File: src/rtl/core/z_slice_resample_address_macros.svh
// Assertion macros for the Z slice resample address block.
// Used by the top-level RTL file in this folder; expects clk and rst_n in scope.
`ifndef Z_SLICE_RESAMPLE_ADDRESS_MACROS_SVH
`define Z_SLICE_RESAMPLE_ADDRESS_MACROS_SVH

// antecedent implies consequent in the same cycle
`define ZSRA_ASSERT_IMPL(name, ante, cons, msg) \
    name: assert property (@(posedge clk) disable iff (!rst_n) (ante) |-> (cons)) \
        else $error(msg);

// antecedent implies consequent in the following cycle
`define ZSRA_ASSERT_NEXT(name, ante, cons, msg) \
    name: assert property (@(posedge clk) disable iff (!rst_n) (ante) |=> (cons)) \
        else $error(msg);

// antecedent implies consequent a fixed number of cycles later
`define ZSRA_ASSERT_DELAY(name, ante, n, cons, msg) \
    name: assert property (@(posedge clk) disable iff (!rst_n) (ante) |-> ##(n) (cons)) \
        else $error(msg);

`endif

File: src/rtl/core/zsra_pkg.sv
// Package for the Z slice resample address block: types, codes, defaults.
// No dependencies.
`timescale 1ns / 1ps
`default_nettype none

package zsra_pkg;

    localparam int MAX_SLICES_DEF  = 256;
    localparam int MAX_ROW_LEN_DEF = 1024;
    localparam int MAX_ROWS_DEF    = 1024;

    localparam int INDEX_W = 28;
    localparam int XY_W    = 22;

    typedef enum logic {
        FUNC_LOAD = 1'b0,
        FUNC_MAP  = 1'b1
    } func_t;

    typedef enum logic [1:0] {
        REG_NEW_Z_RES   = 2'd0,
        REG_X_POINTS    = 2'd1,
        REG_Y_POINTS    = 2'd2,
        REG_SLICE_COUNT = 2'd3
    } reg_idx_t;

    typedef struct packed {
        func_t       func;
        logic [8:0]  entry;
        logic [31:0] boundary_value;
        logic [15:0] dest_slice;
        logic [9:0]  row;
        logic [9:0]  column;
    } in_item_t;

    typedef struct packed {
        logic [7:0]         source_plane;
        logic [INDEX_W-1:0] source_index;
        logic               beyond_top;
    } result_t;

    // word handed from cell to cell
    typedef struct packed {
        func_t              func;
        logic [8:0]         entry;
        logic [31:0]        bval;
        logic [47:0]        pos;      // dest_slice * new_z_res
        logic [48:0]        nxt;      // (dest_slice + 1) * new_z_res
        logic [INDEX_W-1:0] rowcol;   // row * x_points + column
        logic               beyond;
    } chain_word_t;

endpackage

`default_nettype wire

File: src/rtl/core/zsra_index.sv
// Output stages: linear source index from plane, row and column, and the
// result register. Depends on zsra_pkg.
`timescale 1ns / 1ps
`default_nettype none

module zsra_index #(
    parameter int PLANE_W = 8
) (
    input  wire logic                     clk,
    input  wire logic                     rst_n,
    input  wire logic                     in_valid,
    input  wire zsra_pkg::chain_word_t    in_word,
    input  wire logic [PLANE_W-1:0]       in_plane,
    input  wire logic [zsra_pkg::XY_W-1:0] xy,
    output logic                          done,
    output zsra_pkg::result_t             result,
    output zsra_pkg::func_t               out_func
);
    import zsra_pkg::*;

    localparam int PROD_W = PLANE_W + XY_W;

    logic [PROD_W-1:0]  pxy_full;
    logic               t1_valid_reg;
    func_t              t1_func_reg;
    logic [INDEX_W-1:0] t1_pxy_reg;
    logic [INDEX_W-1:0] t1_rowcol_reg;
    logic [7:0]         t1_plane_reg;
    logic               t1_beyond_reg;
    logic               done_reg;
    result_t            result_reg;
    result_t            result_next;
    func_t              func_reg;

    assign pxy_full = {{XY_W{1'b0}}, in_plane} * {{PLANE_W{1'b0}}, xy};

    always_comb
    begin
        result_next = '0;
        if (t1_func_reg == FUNC_MAP)
        begin
            result_next.source_plane = t1_plane_reg;
            result_next.source_index = t1_pxy_reg + t1_rowcol_reg;
            result_next.beyond_top   = t1_beyond_reg;
        end
    end

    always_ff @(posedge clk)
    begin
        t1_func_reg   <= in_word.func;
        t1_pxy_reg    <= INDEX_W'(pxy_full);
        t1_rowcol_reg <= in_word.rowcol;
        t1_plane_reg  <= 8'(in_plane);
        t1_beyond_reg <= in_word.beyond;
        result_reg    <= result_next;
        func_reg      <= t1_func_reg;
    end

    always_ff @(posedge clk or negedge rst_n)
    begin
        if (!rst_n)
        begin
            t1_valid_reg <= 1'b0;
            done_reg     <= 1'b0;
        end
        else
        begin
            t1_valid_reg <= in_valid;
            done_reg     <= t1_valid_reg;
        end
    end

    assign done     = done_reg;
    assign result   = result_reg;
    assign out_func = func_reg;

endmodule

`default_nettype wire

File: config.mk
export PLATFORM = sky130hd
export DESIGN_NAME = zsra_index
export DESIGN_NICKNAME = d
export VERILOG_FILES = /design/src/rtl/core/z_slice_resample_address_macros.svh /design/src/rtl/core/zsra_pkg.sv /design/src/rtl/core/zsra_index.sv
export SDC_FILE = /design/constraint.sdc
export NUM_CORES = 1
export LEC_CHECK = 0
export ABC_AREA = 1
export BUFFER_PORTS_ARGS = -buffer_cell sky130_fd_sc_hd__buf_2
export CAP_MARGIN = 20
export CORE_UTILIZATION = 56
export CTS_BUF_LIST = sky130_fd_sc_hd__clkbuf_16
export CTS_CLUSTER_SIZE = 30
export DETAILED_ROUTE_END_ITERATION = 16
export PLACE_DENSITY_LB_ADDON = 0.08
export SYNTH_ARGS = -nofsm -noshare
export SYNTH_HDL_FRONTEND = slang
export SYNTH_SLANG_ARGS = --single-unit
File: constraint.sdc
create_clock -name clk -period 2 [get_ports clk]
set_input_delay 0.4 -clock clk [delete_from_list [all_inputs] [get_ports clk]]
set_output_delay 0.4 -clock clk [all_outputs]
set_load 0.01 [all_outputs]
==> results.yml <==
grt:
  grt_max_degree: 38
  grt_overflow: 0
  grt_pass1_vias: 8965
  grt_pass1_wl_um: 42300
  antenna_found_initial: 0
  grt_use_total_pct: 29.1
clocking:
  root_buffer: "clkbuf_16"
  cts_max_level: 3
  cts_tree: "yes"
  clk_pin_slew_ps: 70
  cts_buffer_depth: 2
  clock-sinks: 106
  numCtsBuffers: 9
  clk_latency_ps: 350
yosys:
  avgSynthCellArea_sq_um: 7.13
  synth-seq-cells: 106
  synth-edff-count: 0
  syn_nets: 1829
  yosys_warnings: 0
  synthDistinctLibCells: 35
  ys.flop_type: "dfxtp_1"
  synthArstFlopShare_pct: 1.89
  synth_seq_area_share_pct: 20.8
  synth_cells: 1438
  synth_area_sq_um: 10300
worst_setup_path:
  criticalPathCategory: "in2reg"
  crit_arrival_ps: 3950
  crit_path_end_kind: "register"
  critPathMaxFanout: 5
  required_ps: 2240
  start_kind: "input pin"
floorplanning:
  rows: 49
  die_area_sq_um: 18900
  top_level_ports: 240
  die_width_um: 137
  fp.dieH_um: 137
  core_region_area_sq_um: 18000
  start_util_pct: 57.1
sta:
  setup_ws_ps: -1710
  slew_viol_final: 0
  tns_ps: -35880
  worst_pin_slew_ps: 380
  fmax_mhz: 269
  rsz0062_at_grt: "true"
  hold_viol: 0
  skew_ps: 12.8
  min_period_ps: 3710
  period_share_pct: 186
  max_slew_margin_pct: 74.4
  setup_violations: 24
detailed_routing:
  remaining_drc_errors: 0
  wl_met1_um: 11300
  topRoutingLayerUsed: "met4"
  routed_via_density: 4.88
  drtIter0Drc: 405
  wl_um: 26400
  wl_met2_um: 13400
  num_vias: 9069
  wl_per_cell_um: 14.2
  wl_met3_um: 1070
  ant_nets: 0
  first_pass_iters: 5
placement:
  gp_congestion: 0.904
  io_buffers: 101
  dpl.hpwl_um: 20500
flow_run:
  cap_violations: 0
layout:
  final_nets: 2014
  final_layout_size_suffix_gt1_share_pct: 26.9
  num_antenna_cells: 0
  largest_register_ffs: 37
  synthToLayoutAreaGrowth_pct: 28.8
hold_path:
  min_path_type: "in2reg"
power_and_ir_drop:
  p_total_w: 0.0203
  cellPowerDensity_nw_per_um2: 1530
  irDropWorstVdd_mv: 1.22
  p_leak_nw: 7.67
status:
  violations: "setup timing"
  status: "finished, violations left"
-- cells in the final DEF, fill, tap and decap left out, types with 3 or more instances in the layout --
| cell | Yosys | routed |
|---|---|---|
| o21bai_1 | 6 | 5 |
| dfxtp_1 | 104 | 104 |
| a21oi_1 | 55 | 43 |
| xnor2_2 | 0 | 3 |
| buf_2 | 3 | 88 |
| fa_2 | 0 | 9 |
| nand3_2 | 9 | 14 |
| nand4_1 | 11 | 11 |
| nor2_4 | 2 | 10 |
| nor2_1 | 78 | 60 |
| a21oi_4 | 1 | 7 |
| o21ai_0 | 20 | 18 |
| nand2_1 | 450 | 403 |
| o21ai_2 | 2 | 3 |
| o21ai_1 | 6 | 5 |
| xor2_1 | 12 | 12 |
| buf_16 | 0 | 7 |
| xnor2_1 | 10 | 7 |
| inv_1 | 351 | 327 |
| nand2_2 | 17 | 45 |
| ha_4 | 0 | 22 |
| fa_1 | 120 | 111 |
| nand3_1 | 30 | 24 |
| buf_12 | 0 | 5 |
| nand2_4 | 0 | 17 |
| ha_1 | 70 | 47 |
| clkbuf_16 | 0 | 10 |
| a21oi_2 | 4 | 10 |
| nor3_4 | 0 | 3 |
| buf_4 | 0 | 89 |
| inv_2 | 10 | 33 |
| buf_6 | 0 | 23 |
| nor2_2 | 11 | 21 |
-- cells in the mapped netlist, types with 12 or more instances --
master      n  area (sq um)
nor2_1     78           293
nand2_1   450          1690
xor2_1     12           105
fa_1      120          2400
o21ai_0    20           100
dfxtp_1   104          2080
nand3_1    30           150
a21oi_1    55           275
nand2_2    17           106
ha_1       70           876
clkbuf_1   38           143
inv_1     351          1320
-- timing repair --
action	in CTS	in global routing
endpoints found under the setup margin	25	30
setup buffers	10	11
pin swaps	58	60
cloned	5	2
hold buffers	1	0
resized for setup	97	72
hold endpoints to repair	2	0
-- metrics by stage --
stage | hold slack (ps) | utilization (%) | setup slack, ps | instance area [sq um] | cells
4_1_cts | 137 | 71.6 | -1660 | 12900 | 1847
5_1_grt | 133 | 73.5 | -1840 | 13200 | 1857
3_3_place_gp | 185 | 66.9 | -2230 | 12000 | 1816
6_report | 144 | 73.5 | -1710 | 13200 | 1857
2_1_floorplan | 104 | - | -1720 | 11000 | 1438
3_5_place_dp | 188 | 66.9 | -2280 | 12000 | 1816
-- layer usage --
metal / up-vias / global-route usage, %
met5: - / 0
met4: 0 / 10.3
met3: 44 / 2.94
met2: 219 / 52.1
met1: 4252 / 36.4
li1: 4554 / -
-- worst max-delay path, stage by stage --
cell and delay (ps):
buf_12 120, buf_12 140, nand2_4 50, inv_2 30, fa_1 520, fa_1 460
fa_1 520, inv_1 60, fa_1 490, inv_2 50, ha_4 330, nand2_8 80
nor2_4 90, inv_2 70, nor3_4 250, nand3_2 120, nand4_1 90, nand2_1 70
-- path summary, 6_finish.rpt --
check                               from        endpoint  slack, ps  cells after the start
min in group asynchronous          rst_n            done        360                      2
max                          in_plane[6]  t1_pxy_reg[21]      -1710                     18
min                           in_word[0]   t1_beyond_reg        140                      1
min reg2reg                 t1_valid_reg            done        360                      0
max reg2reg                t1_pxy_reg[0]      result[15]        160                     13
max in group asynchronous          rst_n    t1_valid_reg       1550                      2
-- where the power goes --
part / switching [W] / internal (W) / total, W
clock: 0.000779 / 0.000853 / 0.00163
sequential: 0.000196 / 0.00278 / 0.00298
combinational: 0.00870 / 0.00694 / 0.0156
total: 0.00968 / 0.0106 / 0.0203
-- final cells by class --
type                            count  area [sq um]
Clock buffer                        9           225
Clock inverter                      7          52.6
Fill cell                        1437          4760
Inverter                          362          1360
Multi-Input combinational cell    929          7430
Sequential cell                   106          2130
Tap cell                          229           287
Timing Repair Buffer              215          1710
-- logic make-up after synthesis --
group,share of synthesized area [%]
XOR/XNOR,1.88
AO/OA/AOI/OAI,5.36
AND/OR/NAND/NOR,25.2
buffers and inverters,14.8
adder cells (fa/ha/maj),32.0
flip-flops,20.8
Note: power is estimated with default switching activity, not from simulation.
