===== src/rtl/core/z_slice_resample_address_macros.svh =====
// Assertion macros for the Z slice resample address block.
// Used by the top-level RTL file in this folder; expects clk and rst_n in scope.
`ifndef Z_SLICE_RESAMPLE_ADDRESS_MACROS_SVH
`define Z_SLICE_RESAMPLE_ADDRESS_MACROS_SVH

// antecedent implies consequent in the same cycle
`define ZSRA_ASSERT_IMPL(name, ante, cons, msg) \
    name: assert property (@(posedge clk) disable iff (!rst_n) (ante) |-> (cons)) \
        else $error(msg);

// antecedent implies consequent in the following cycle
`define ZSRA_ASSERT_NEXT(name, ante, cons, msg) \
    name: assert property (@(posedge clk) disable iff (!rst_n) (ante) |=> (cons)) \
        else $error(msg);

// antecedent implies consequent a fixed number of cycles later
`define ZSRA_ASSERT_DELAY(name, ante, n, cons, msg) \
    name: assert property (@(posedge clk) disable iff (!rst_n) (ante) |-> ##(n) (cons)) \
        else $error(msg);

`endif


===== src/rtl/core/zsra_pkg.sv =====
// Package for the Z slice resample address block: types, codes, defaults.
// No dependencies.
`timescale 1ns / 1ps
`default_nettype none

package zsra_pkg;

    localparam int MAX_SLICES_DEF  = 256;
    localparam int MAX_ROW_LEN_DEF = 1024;
    localparam int MAX_ROWS_DEF    = 1024;

    localparam int INDEX_W = 28;
    localparam int XY_W    = 22;

    typedef enum logic {
        FUNC_LOAD = 1'b0,
        FUNC_MAP  = 1'b1
    } func_t;

    typedef enum logic [1:0] {
        REG_NEW_Z_RES   = 2'd0,
        REG_X_POINTS    = 2'd1,
        REG_Y_POINTS    = 2'd2,
        REG_SLICE_COUNT = 2'd3
    } reg_idx_t;

    typedef struct packed {
        func_t       func;
        logic [8:0]  entry;
        logic [31:0] boundary_value;
        logic [15:0] dest_slice;
        logic [9:0]  row;
        logic [9:0]  column;
    } in_item_t;

    typedef struct packed {
        logic [7:0]         source_plane;
        logic [INDEX_W-1:0] source_index;
        logic               beyond_top;
    } result_t;

    // word handed from cell to cell
    typedef struct packed {
        func_t              func;
        logic [8:0]         entry;
        logic [31:0]        bval;
        logic [47:0]        pos;      // dest_slice * new_z_res
        logic [48:0]        nxt;      // (dest_slice + 1) * new_z_res
        logic [INDEX_W-1:0] rowcol;   // row * x_points + column
        logic               beyond;
    } chain_word_t;

endpackage

`default_nettype wire


===== src/rtl/core/zsra_cell.sv =====
// One cell of the boundary chain: holds one table entry, updates the word
// passing through. Depends on zsra_pkg.
`timescale 1ns / 1ps
`default_nettype none

module zsra_cell #(
    parameter int IDX     = 0,
    parameter int PLANE_W = 8
) (
    input  wire logic                  clk,
    input  wire logic                  rst_n,
    input  wire logic [8:0]            slice_count,
    input  wire logic                  in_valid,
    input  wire zsra_pkg::chain_word_t in_word,
    input  wire logic [PLANE_W-1:0]    in_plane,
    output logic                       out_valid,
    output zsra_pkg::chain_word_t      out_word,
    output logic [PLANE_W-1:0]         out_plane
);
    import zsra_pkg::*;

    logic [31:0]        bound_reg;
    logic [31:0]        bound_next;
    logic               valid_reg;
    chain_word_t        word_reg;
    chain_word_t        word_next;
    logic [PLANE_W-1:0] plane_reg;
    logic [PLANE_W-1:0] plane_next;
    logic               hit;
    logic               searched;
    logic               is_top;

    assign hit      = (32'(in_word.entry) == 32'(IDX));
    assign searched = (IDX >= 1) && (32'(IDX) < 32'(slice_count));
    assign is_top   = (32'(IDX) == 32'(slice_count));

    always_comb
    begin
        bound_next = bound_reg;
        word_next  = in_word;
        plane_next = in_plane;
        if (in_valid && in_word.func == FUNC_LOAD && hit)
        begin
            bound_next = in_word.bval;
        end
        if (in_valid && in_word.func == FUNC_MAP)
        begin
            if (searched && in_word.pos > {16'b0, bound_reg})
            begin
                plane_next = PLANE_W'(IDX);
            end
            if (is_top)
            begin
                word_next.beyond = (in_word.nxt > {17'b0, bound_reg});
            end
        end
    end

    // table entry: undefined until loaded
    always_ff @(posedge clk)
    begin
        bound_reg <= bound_next;
        word_reg  <= word_next;
        plane_reg <= plane_next;
    end

    always_ff @(posedge clk or negedge rst_n)
    begin
        if (!rst_n)
        begin
            valid_reg <= 1'b0;
        end
        else
        begin
            valid_reg <= in_valid;
        end
    end

    assign out_valid = valid_reg;
    assign out_word  = word_reg;
    assign out_plane = plane_reg;

endmodule

`default_nettype wire


===== config.mk =====
export PLATFORM = sky130hd
export DESIGN_NAME = zsra_cell
export DESIGN_NICKNAME = d
export VERILOG_FILES = /design/src/rtl/core/z_slice_resample_address_macros.svh /design/src/rtl/core/zsra_pkg.sv /design/src/rtl/core/zsra_cell.sv
export SDC_FILE = /design/constraint.sdc
export NUM_CORES = 1
export LEC_CHECK = 0
export BUFFER_PORTS_ARGS = -buffer_cell sky130_fd_sc_hd__buf_2
export CAP_MARGIN = 20
export CELL_PAD_IN_SITES_DETAIL_PLACEMENT = 1
export CELL_PAD_IN_SITES_GLOBAL_PLACEMENT = 2
export CORE_MARGIN = 3
export CORE_UTILIZATION = 26
export DETAILED_ROUTE_END_ITERATION = 16
export PLACE_DENSITY_LB_ADDON = 0.1
export SLEW_MARGIN = 20
export SYNTH_ARGS = -nofsm -noshare
export SYNTH_HDL_FRONTEND = slang
export SYNTH_SLANG_ARGS = --single-unit

===== constraint.sdc =====
create_clock -name clk -period 4.88 [get_ports clk]
set_input_delay 1.22 -clock clk [delete_from_list [all_inputs] [get_ports clk]]
set_output_delay 1.22 -clock clk [all_outputs]
set_load 0.03 [all_outputs]

==> results of run 1 <==
[per-layer routing]
layer	GRT usage (%)	up-vias	routed length, um
li1	-	1925	-
met1	13.3	1842	5200
met2	25.1	197	8850
met3	5.77	30	1820
met4	4.22	0	401
met5	0	-	0
[cell type report]
class	count	share of cell area, %
clock buffer	32	7.63
tap	270	4.03
multi-input combinational	95	9.95
inverter	34	1.52
timing repair buffer	365	21.8
clock inverter	8	1.19
sequential	209	53.8
[through the flow]
| step | instance area [um2] | power, mW | util (%) | hold slack (ns) | instances |
|---|---|---|---|---|---|
| after global placement | 7640 | 2.24 | 37.4 | 0.705 | 973 |
| after CTS | 8380 | 3.94 | 41.0 | 0.469 | 1013 |
| after global routing | 8380 | 4.03 | 41.0 | 0.479 | 1013 |
| final | 8380 | 3.87 | 41.0 | 0.495 | 1013 |
| after detailed placement | 7640 | 2.25 | 37.4 | 0.696 | 973 |
| after floorplan | 5460 | 2.07 | - | 0.625 | 338 |
[cells in the mapped netlist, drive strengths merged]
cell type and n:
a22oi 1, nand2 10, a2111oi 1, o22ai 1, dfrtp 1, nor4b 1, nand4 3, a21oi 12
nor3 1, ha 32, o211ai 2, or4 1, dfxtp 176, o21ai 4, inv 34, nand4b 1
and3 1, nand3 2, edfxtp 32, and4 5, nor4 8, a21o 5, nor2 2, a211oi 1
a221oi 1
[logic make-up (layout without fill, tap and decap cells)]
| group | after synthesis | in the layout | share of synthesized area [%] |
|---|---|---|---|
| flops | 209 | 209 | 82.7 |
| simple gates | 35 | 35 | 4.40 |
| buf+inv | 34 | 439 | 2.34 |
| fa+ha+maj | 32 | 32 | 7.34 |
| compound gates | 28 | 28 | 3.26 |
[power by group through the flow]
| stage | Combinational, mW | Sequential, mW | Clock (mW) |
|---|---|---|---|
| after floorplan | 0.0225 | 2.04 | 0 |
| after global placement | 0.365 | 1.88 | 0 |
| after detailed placement | 0.368 | 1.88 | 0 |
| after CTS | 0.369 | 1.84 | 1.73 |
| after global routing | 0.386 | 1.85 | 1.79 |
| final | 0.360 | 1.84 | 1.67 |
[worst max-delay path by stage]
stage	cells past startpoint	start	slack, ns	to
CTS	8	in_word[57]	2.46	out_word[0]
global placement	7	in_word[77]	1.93	out_word[0]
floorplan	3	in_word[159]	1.08	bound_reg[0]
finish	8	in_word[57]	2.44	out_word[0]
global route	8	in_word[57]	2.35	out_word[0]
detailed placement	8	in_word[57]	1.93	out_word[0]
==> flow_summary.yaml, run 1 <==
run_status:
  outcome: "finished clean"
global_route:
  grt_pass1_wl_mm: 23.3
  grtUsageTotal_pct: 13.4
  grt-ovfl-total: 0
  antenna_found_initial: 0
  first_global_vias: 4252
  grt_max_degree: 33
power:
  power.leakage_nw: 4.15
  peakVddDrop_mv: 0.338
  p_int_mw: 2.96
  p_switching_mw: 0.909
  clkPwrFrac_pct: 43.1
  swShare_pct: 23.5
  power_frac_comb_pct: 9.3
  seqPwrFrac_pct: 47.6
  power_density_mw_per_mm2: 462
worst_setup_path:
  worstPathMaxFanout: 3
  worst-path-buf-inv: 1
  r2r_end: "out_word[0]"
  critPathCaptureType: "flip-flop"
  reg2regPathDepth: 8
  cpPeakStageDelay_ns: 0.55
  arrival_ns: 2.80
  critPathLaunchType: "input pin"
  slowest_stage: "or4_4"
  worstPathCellList: "buf_2, ha_1, nand4_1, or4_4, nor3_2, nand3_1, nand2_1, o22ai_1"
  worstSetupPathType: "input pin to flip-flop"
  r2r-start: "bound_reg[28]"
  critPathTopFamily: "simple AND/OR/NAND/NOR gates"
  critPathRequiredTime_ns: 5.24
  rrSetupSlack_ns: 2.93
logic_synthesis:
  avgSynthCellArea_um2: 16.1
  yosysTopAreaCellShare_pct: 64.6
  synthesis.nets: 558
  ys_seq_elements: 209
  synth_cell_types: 26
  synth_area_leaders: "dfxtp_1 65%, edfxtp_1 18%, ha_1 7.3%"
  synth_area_mm2: 0.00546
  synth_largest_area_cell: "dfxtp_1"
  netlist_instances: 338
  yosysSeqAreaShare_pct: 82.7
  yosysWarnings: 0
route:
  ant_nets: 0
  wl_per_cell_um: 16.1
  initialDrtViolationCount: 40
  viasPerCell: 3.94
  post-route-drc-count: 0
  dr.pass1.iters: 4
  vias: 3994
  routed_wl_mm: 16.3
clock_tree:
  cts_made_buffers: 22
  cts-htree-levels: 1
  cts_setup_buffers: 0
  cts_tree: "done"
  clk_latency_ns: 0.50
  ctsLongestPathBuffers: 3
  holdBufCountCts: 0
  cts_root_buf: "clkbuf_16"
  cts_sinks: 209
  cts_resized: 0
  clk_pin_slew_ns: 0.06
floorplan:
  initial_utilization_pct: 26.7
  fp.dieArea_mm2: 0.0228
  rows: 52
  fp.dieW_um: 151
  io_pins: 365
  die_h_um: 151
  coreArea_mm2: 0.0204
finish:
  nets: 947
  largest_reg_flops: 168
  drive_above_1_share_pct: 54.5
  register_area_mm2: 0.00451
  synthToLayoutAreaGrowth_pct: 53.6
  antennaDiodeCount: 0
  multi_input_area_um2: 833
  fillers: 2294
  final_common_cell: "buf_2"
  most-common-layout-cells: "364 x buf_2, 176 x dfxtp_1, 34 x inv_1"
sta:
  worst_pin_slew_ns: 0.552
  grt_setup_unrepaired: "false"
  fin_crit_ns: 2.44
  hold_viol: 0
  slew-limit-headroom_pct: 62.9
  setup_viol: 0
  maxSlewViolCount: 0
  finalCritPeriodShare_pct: 49.9
  finClkSkew_ns: 0.00854
  setup_slack_ns: 2.44
  max_clock_freq_mhz: 411
  finalSetupTns_ns: 0
job:
  drv_cap: 0
worst_hold_path:
  hold_class: "input pin to asynchronous set/reset pin"
place:
  port_buffers: 364
  dp_slack_ns: 1.93
  gp_congestion: 0.733
  hpwlAfterDp_mm: 13.5
Power figures use the tool's default switching activity.
==> run 2: changes to the inputs <==
--- a/config.mk
+++ b/config.mk
@@ -10,7 +10,7 @@
 export CELL_PAD_IN_SITES_DETAIL_PLACEMENT = 1
 export CELL_PAD_IN_SITES_GLOBAL_PLACEMENT = 2
 export CORE_MARGIN = 3
-export CORE_UTILIZATION = 26
+export CORE_UTILIZATION = 22
 export DETAILED_ROUTE_END_ITERATION = 16
 export PLACE_DENSITY_LB_ADDON = 0.1
 export SLEW_MARGIN = 20
==> constraint.sdc (replaced) <==
create_clock -name clk -period 2.16 [get_ports clk]
set_input_delay 0.54 -clock clk [delete_from_list [all_inputs] [get_ports clk]]
set_output_delay 0.54 -clock clk [all_outputs]
set_load 0.03 [all_outputs]
==> run 2 against run 1 <==
Flip-flop and latch count unchanged. Routed wire length up 14%. Final cell count up 6.3%. Sequential power up 130%. Critical path type is now flip-flop to flip-flop. Design area up 3.1%. Clock power up 150%. Utilization down 4.8 points. Clock skew up 0.0052 ns. Via count up 2.8%. Global-route usage down 0.21 points.
==> flow_summary.yaml, run 2 (same netlist as run 1, synthesis figures left out) <==
run_status:
  outcome: "finished clean"
clock_tree:
  cts_tree: "done"
  clk_latency_ns: 0.53
  cts_made_buffers: 24
  cts_resized: 0
  cts_root_buf: "clkbuf_16"
  holdBufCountCts: 1
  clk_pin_slew_ns: 0.06
  ctsLongestPathBuffers: 3
  cts_setup_buffers: 0
  cts_sinks: 209
  cts-htree-levels: 1
worst_setup_path:
  cpPeakStageDelay_ns: 0.55
  critPathLaunchType: "flip-flop"
  worstPathCellList: "inv_1, ha_1, nand4b_4, or4_4, nor3_2, nand3_1, nand2_1, o22ai_1"
  worst-path-buf-inv: 1
  critPathTopFamily: "simple AND/OR/NAND/NOR gates"
  slowest_stage: "or4_4"
  r2r_end: "out_word[0]"
  worstPathMaxFanout: 2
  reg2regPathDepth: 8
  rrSetupSlack_ns: 0.27
  crit_start: "bound_reg[29]"
  r2r-start: "bound_reg[29]"
  worstSetupPathType: "flip-flop to flip-flop"
  critPathCaptureType: "flip-flop"
  critPathRequiredTime_ns: 2.56
  arrival_ns: 2.29
power:
  peakVddDrop_mv: 0.559
  power.total_mw: 9.13
  power_density_mw_per_mm2: 1060
  power.leakage_nw: 4.25
sta:
  maxSlewViolCount: 0
  max_clock_freq_mhz: 529
  setup_viol: 0
  slew-limit-headroom_pct: 48.7
  worst_pin_slew_ns: 0.762
  finClkSkew_ns: 0.0137
  grt_setup_unrepaired: "false"
  finalCritPeriodShare_pct: 87.6
  hold_viol: 0
  fin_crit_ns: 1.89
  timing.hold.ws_ns: 0.102
finish:
  most-common-layout-cells: "364 x buf_2, 176 x dfxtp_1, 34 x inv_1"
  nets: 959
  synthToLayoutAreaGrowth_pct: 58.3
  final_common_cell: "buf_2"
  largest_reg_flops: 168
  drive_above_1_share_pct: 55.2
route:
  post-route-drc-count: 0
  dr.pass1.iters: 4
  viasPerCell: 3.81
  vias: 4106
  routed_wl_mm: 18.5
  wl_per_cell_um: 17.2
  ant_nets: 0
  initialDrtViolationCount: 96
job:
  drv_cap: 0
floorplan:
  initial_utilization_pct: 22.8
  rows: 56
  io_pins: 365
  die_h_um: 163
  coreArea_mm2: 0.0239
  fp.dieArea_mm2: 0.0267
  fp.dieW_um: 163
global_route:
  grtUsageTotal_pct: 13.2
  grt-ovfl-total: 0
  antenna_found_initial: 8
  first_global_vias: 4560
  grt_max_degree: 33
  grt_pass1_wl_mm: 26.4
place:
  port_buffers: 364
  gp_congestion: 0.745
  hpwlAfterDp_mm: 15.4
worst_hold_path:
  hold_class: "input pin to flip-flop"
  hold_start: "in_word[104]"
  hold_depth: 1
  hold_end: "out_word[104]"
run 2: layout make-up:
class | count | area [um2]
Multi-Input combinational cell | 95 | 855
Timing Repair Buffer | 375 | 1920
Clock buffer | 34 | 678
Sequential cell | 209 | 4510
Fill cell | 2669 | 15300
Clock inverter | 10 | 148
Inverter | 34 | 128
Tap cell | 319 | 399
Antenna cell | 1 | 2.50
run 2: how the worst max path moves through the flow:
| stage | end | cells past startpoint |
|---|---|---|
| after CTS | out_word[0] | 8 |
| final | out_word[0] | 8 |
| after floorplan | bound_reg[0] | 3 |
| after detailed placement | out_word[0] | 8 |
| after global placement | out_word[0] | 7 |
| after global routing | out_word[0] | 8 |
run 2: where the power goes:
group	leakage [nW]	switching, mW	internal [mW]	total (mW)
clock network	0.402	1.58	2.55	4.13
registers	1.78	0.0382	4.13	4.16
logic	2.06	0.565	0.275	0.839
run 2: routing by layer:
layer	GRT usage [%]	share of wire [%]	vias up	wire, um
met5	0	0.44	-	81
li1	-	-	1952	-
met3	6.52	11	53	2020
met1	12.0	31	1888	5760
met2	25.0	54	199	9960
met4	4.81	3.6	14	661
run 2: per-stage QoR:
step	instances	cell area [um2]	setup WS (ns)	utilization, %	setup TNS [ns]
final	1077	8640	0.268	36.2	0
after global routing	1076	8640	0.0882	36.1	0
after CTS	1076	8640	0.219	36.1	0
after detailed placement	1031	7800	-0.0886	32.6	-0.0886
after global placement	1031	7800	-0.0755	32.6	-0.0755
after floorplan	338	5490	-0.199	-	-6.37
==> run 3: changes to the inputs <==
--- a/config.mk
+++ b/config.mk
@@ -5,6 +5,7 @@
 export SDC_FILE = /design/constraint.sdc
 export NUM_CORES = 1
 export LEC_CHECK = 0
+export ABC_AREA = 1
 export BUFFER_PORTS_ARGS = -buffer_cell sky130_fd_sc_hd__buf_2
 export CAP_MARGIN = 20
 export CELL_PAD_IN_SITES_DETAIL_PLACEMENT = 1
@@ -13,6 +14,7 @@
 export CORE_UTILIZATION = 22
 export DETAILED_ROUTE_END_ITERATION = 16
 export PLACE_DENSITY_LB_ADDON = 0.1
+export RECOVER_POWER = 100
 export SLEW_MARGIN = 20
 export SYNTH_ARGS = -nofsm -noshare
 export SYNTH_HDL_FRONTEND = slang
==> run 3 against run 2 <==
Via count increased by 2.2%. Final cell count increased by 4.8%. Combinational power decreased by 7.5%. Worst hold slack improved by 0.0058 ns. Setup slack improved by 0.093 ns. Sequential share of layout area increased by 1.4 points. Sequential power about the same. Maximum frequency increased by 5.2%. Non-clock buffer count decreased by 9. Utilization decreased by 1.9 points. Critical endpoint is now out_word[164]. Highest routed layer unchanged.
==> flow_summary.yaml, run 3 <==
run_status:
  outcome: "finished clean"
job:
  drv_cap: 0
power:
  peakVddDrop_mv: 0.645
  power_density_mw_per_mm2: 1090
  power.leakage_nw: 3.66
  power.total_mw: 9.20
logic_synthesis:
  synth_area_mm2: 0.00555
  synth_common_cells: "176 x dfxtp_1, 48 x nand2_1, 47 x inv_1, 32 x edfxtp_1, 32 x ha_1"
  synthMuxAreaShare_pct: 0
  ys.flop_type: "dfxtp_1"
  synth-edff-count: 32
  synth_simple_gate_area_share_pct: 6.74
  yosysWarnings: 0
  synth_compound_area_share_pct: 1.65
  yosysMostFrequentCell: "dfxtp_1"
  synth_cell_types: 20
  synth_largest_area_cell: "dfxtp_1"
  yosysTopAreaCellShare_pct: 63.5
  avgSynthCellArea_um2: 14.1
  synth_top_family_by_area: "adder cells"
  netlist_instances: 393
  ys_seq_elements: 209
  async_reset_ff_share_pct: 0.478
  yosysSeqAreaShare_pct: 81.2
  synth_area_leaders: "dfxtp_1 63%, edfxtp_1 17%, ha_1 7.2%"
  synth_fa_ha_area_share_pct: 7.21
  synth_xor_area_share_pct: 0
  synthesis.nets: 613
route:
  viasPerCell: 3.72
  ant_nets: 0
  initialDrtViolationCount: 81
  vias: 4197
  wl_per_cell_um: 16.9
  routed_wl_mm: 19.1
  dr.pass1.iters: 3
  post-route-drc-count: 0
global_route:
  grtUsageTotal_pct: 13.2
  grt_max_degree: 33
  first_global_vias: 4596
  grt_pass1_wl_mm: 26.6
  antenna_found_initial: 7
  grt-ovfl-total: 0
worst_hold_path:
  hold_depth: 1
  hold_end: "out_word[17]"
  hold_class: "input pin to flip-flop"
  hold_start: "in_word[17]"
place:
  dp_slack_ns: 0.309
  gp_congestion: 0.730
  post_dp_cell_area_mm2: 0.00784
  hpwlAfterDp_mm: 16.0
  port_buffers: 364
clock_tree:
  cts_resized: 0
  clk_latency_ns: 0.53
  holdBufCountCts: 1
  ctsLongestPathBuffers: 3
  cts_setup_buffers: 0
  clk_pin_slew_ns: 0.06
  cts-htree-levels: 1
  cts_sinks: 209
  cts_tree: "done"
  cts_made_buffers: 24
  cts_root_buf: "clkbuf_16"
worst_setup_path:
  r2r-start: "bound_reg[31]"
  arrival_ns: 1.26
  worstPathCellList: "clkbuf_1"
  slowest_stage: "clkbuf_1"
  worst-path-buf-inv: 1
  reg2regPathDepth: 9
  rrSetupSlack_ns: 0.64
  critPathRequiredTime_ns: 1.62
  r2r_end: "out_word[0]"
  critPathLaunchType: "flip-flop"
  worstSetupPathType: "flip-flop to primary output"
  cpPeakStageDelay_ns: 0.42
  critPathCaptureType: "primary output"
  worstPathMaxFanout: 1
  critPathTopFamily: "buffers and inverters"
floorplan:
  rows: 57
  initial_utilization_pct: 22.6
  fp.dieW_um: 165
  io_pins: 365
  coreArea_mm2: 0.0245
  die_h_um: 165
  fp.dieArea_mm2: 0.0272
sta:
  slew-limit-headroom_pct: 40.5
  max_clock_freq_mhz: 556
  finalCritPeriodShare_pct: 83.3
  hold_viol: 0
  worst_pin_slew_ns: 0.893
  finClkSkew_ns: 0.0156
  maxSlewViolCount: 0
  setup_slack_ns: 0.361
  grt_setup_unrepaired: "false"
  setup_viol: 0
  fin_crit_ns: 1.80
  timing.hold.ws_ns: 0.108
finish:
  finalInstanceArea_mm2: 0.00841
  most-common-layout-cells: "251 x clkbuf_1, 176 x dfxtp_1, 115 x buf_2"
  nets: 1005
  largest_reg_flops: 168
  drive_above_1_share_pct: 20.7
  final_common_cell: "clkbuf_1"
  synthToLayoutAreaGrowth_pct: 51.5
## run 3: cell count changes in the layout (fill, tap and decap cells not counted), sizes merged, moves of 3 or more
cell	previous run	this run
buf	374	115
nor4	8	4
inv	35	48
and4	5	0
nand2	10	49
clkbuf	34	287
nor2	2	26
nand3	2	5
clkinv	6	3
## run 3: metal layers
layer | up-vias | GRT usage [%] | wire length [um]
li1 | 2047 | - | -
met1 | 1895 | 11.7 | 5860
met2 | 206 | 25.7 | 10400
met3 | 37 | 6.80 | 2220
met4 | 12 | 3.77 | 527
met5 | - | 0 | 76
## run 3: where the power goes
group,switching [mW],total [mW],internal (mW)
sequential,0.0441,4.17,4.13
combinational,0.574,0.776,0.202
clock,1.62,4.25,2.63
## run 3: worst max-delay path by stage
stage | start | depth (start not counted) | to
2_1_floorplan | in_word[165] | 3 | bound_reg[0]
3_3_place_gp | in_word[45] | 9 | out_word[0]
3_5_place_dp | in_word[165] | 5 | bound_reg[10]
4_1_cts | out_word[167] | 1 | out_word[167]
5_1_grt | in_word[167] | 5 | bound_reg[23]
6_report | out_word[164] | 1 | out_word[164]
## run 3: metrics by stage
stage | TNS [ns] | util [%] | std cells
2_1_floorplan | -6.30 | - | 393
3_3_place_gp | 0 | 32.0 | 1082
3_5_place_dp | 0 | 32.0 | 1082
4_1_cts | 0 | 35.6 | 1127
5_1_grt | 0 | 34.3 | 1128
6_report | 0 | 34.3 | 1129
## run 3: cell families after synthesis
| family | after synthesis |
|---|---|
| compound gates | 16 |
| fa+ha+maj | 32 |
| simple gates | 89 |
| buf+inv | 47 |
| flops | 209 |
## run 3: final cells by class
cell class	instances	area (um2)
well taps	324	405
clock buffers	37	782
multi-input cells	137	911
fillers	2831	16100
clock inverters	7	96.3
flip-flops and latches	209	4510
inverters	47	176
diodes	2	5.00
repair buffers	366	1530
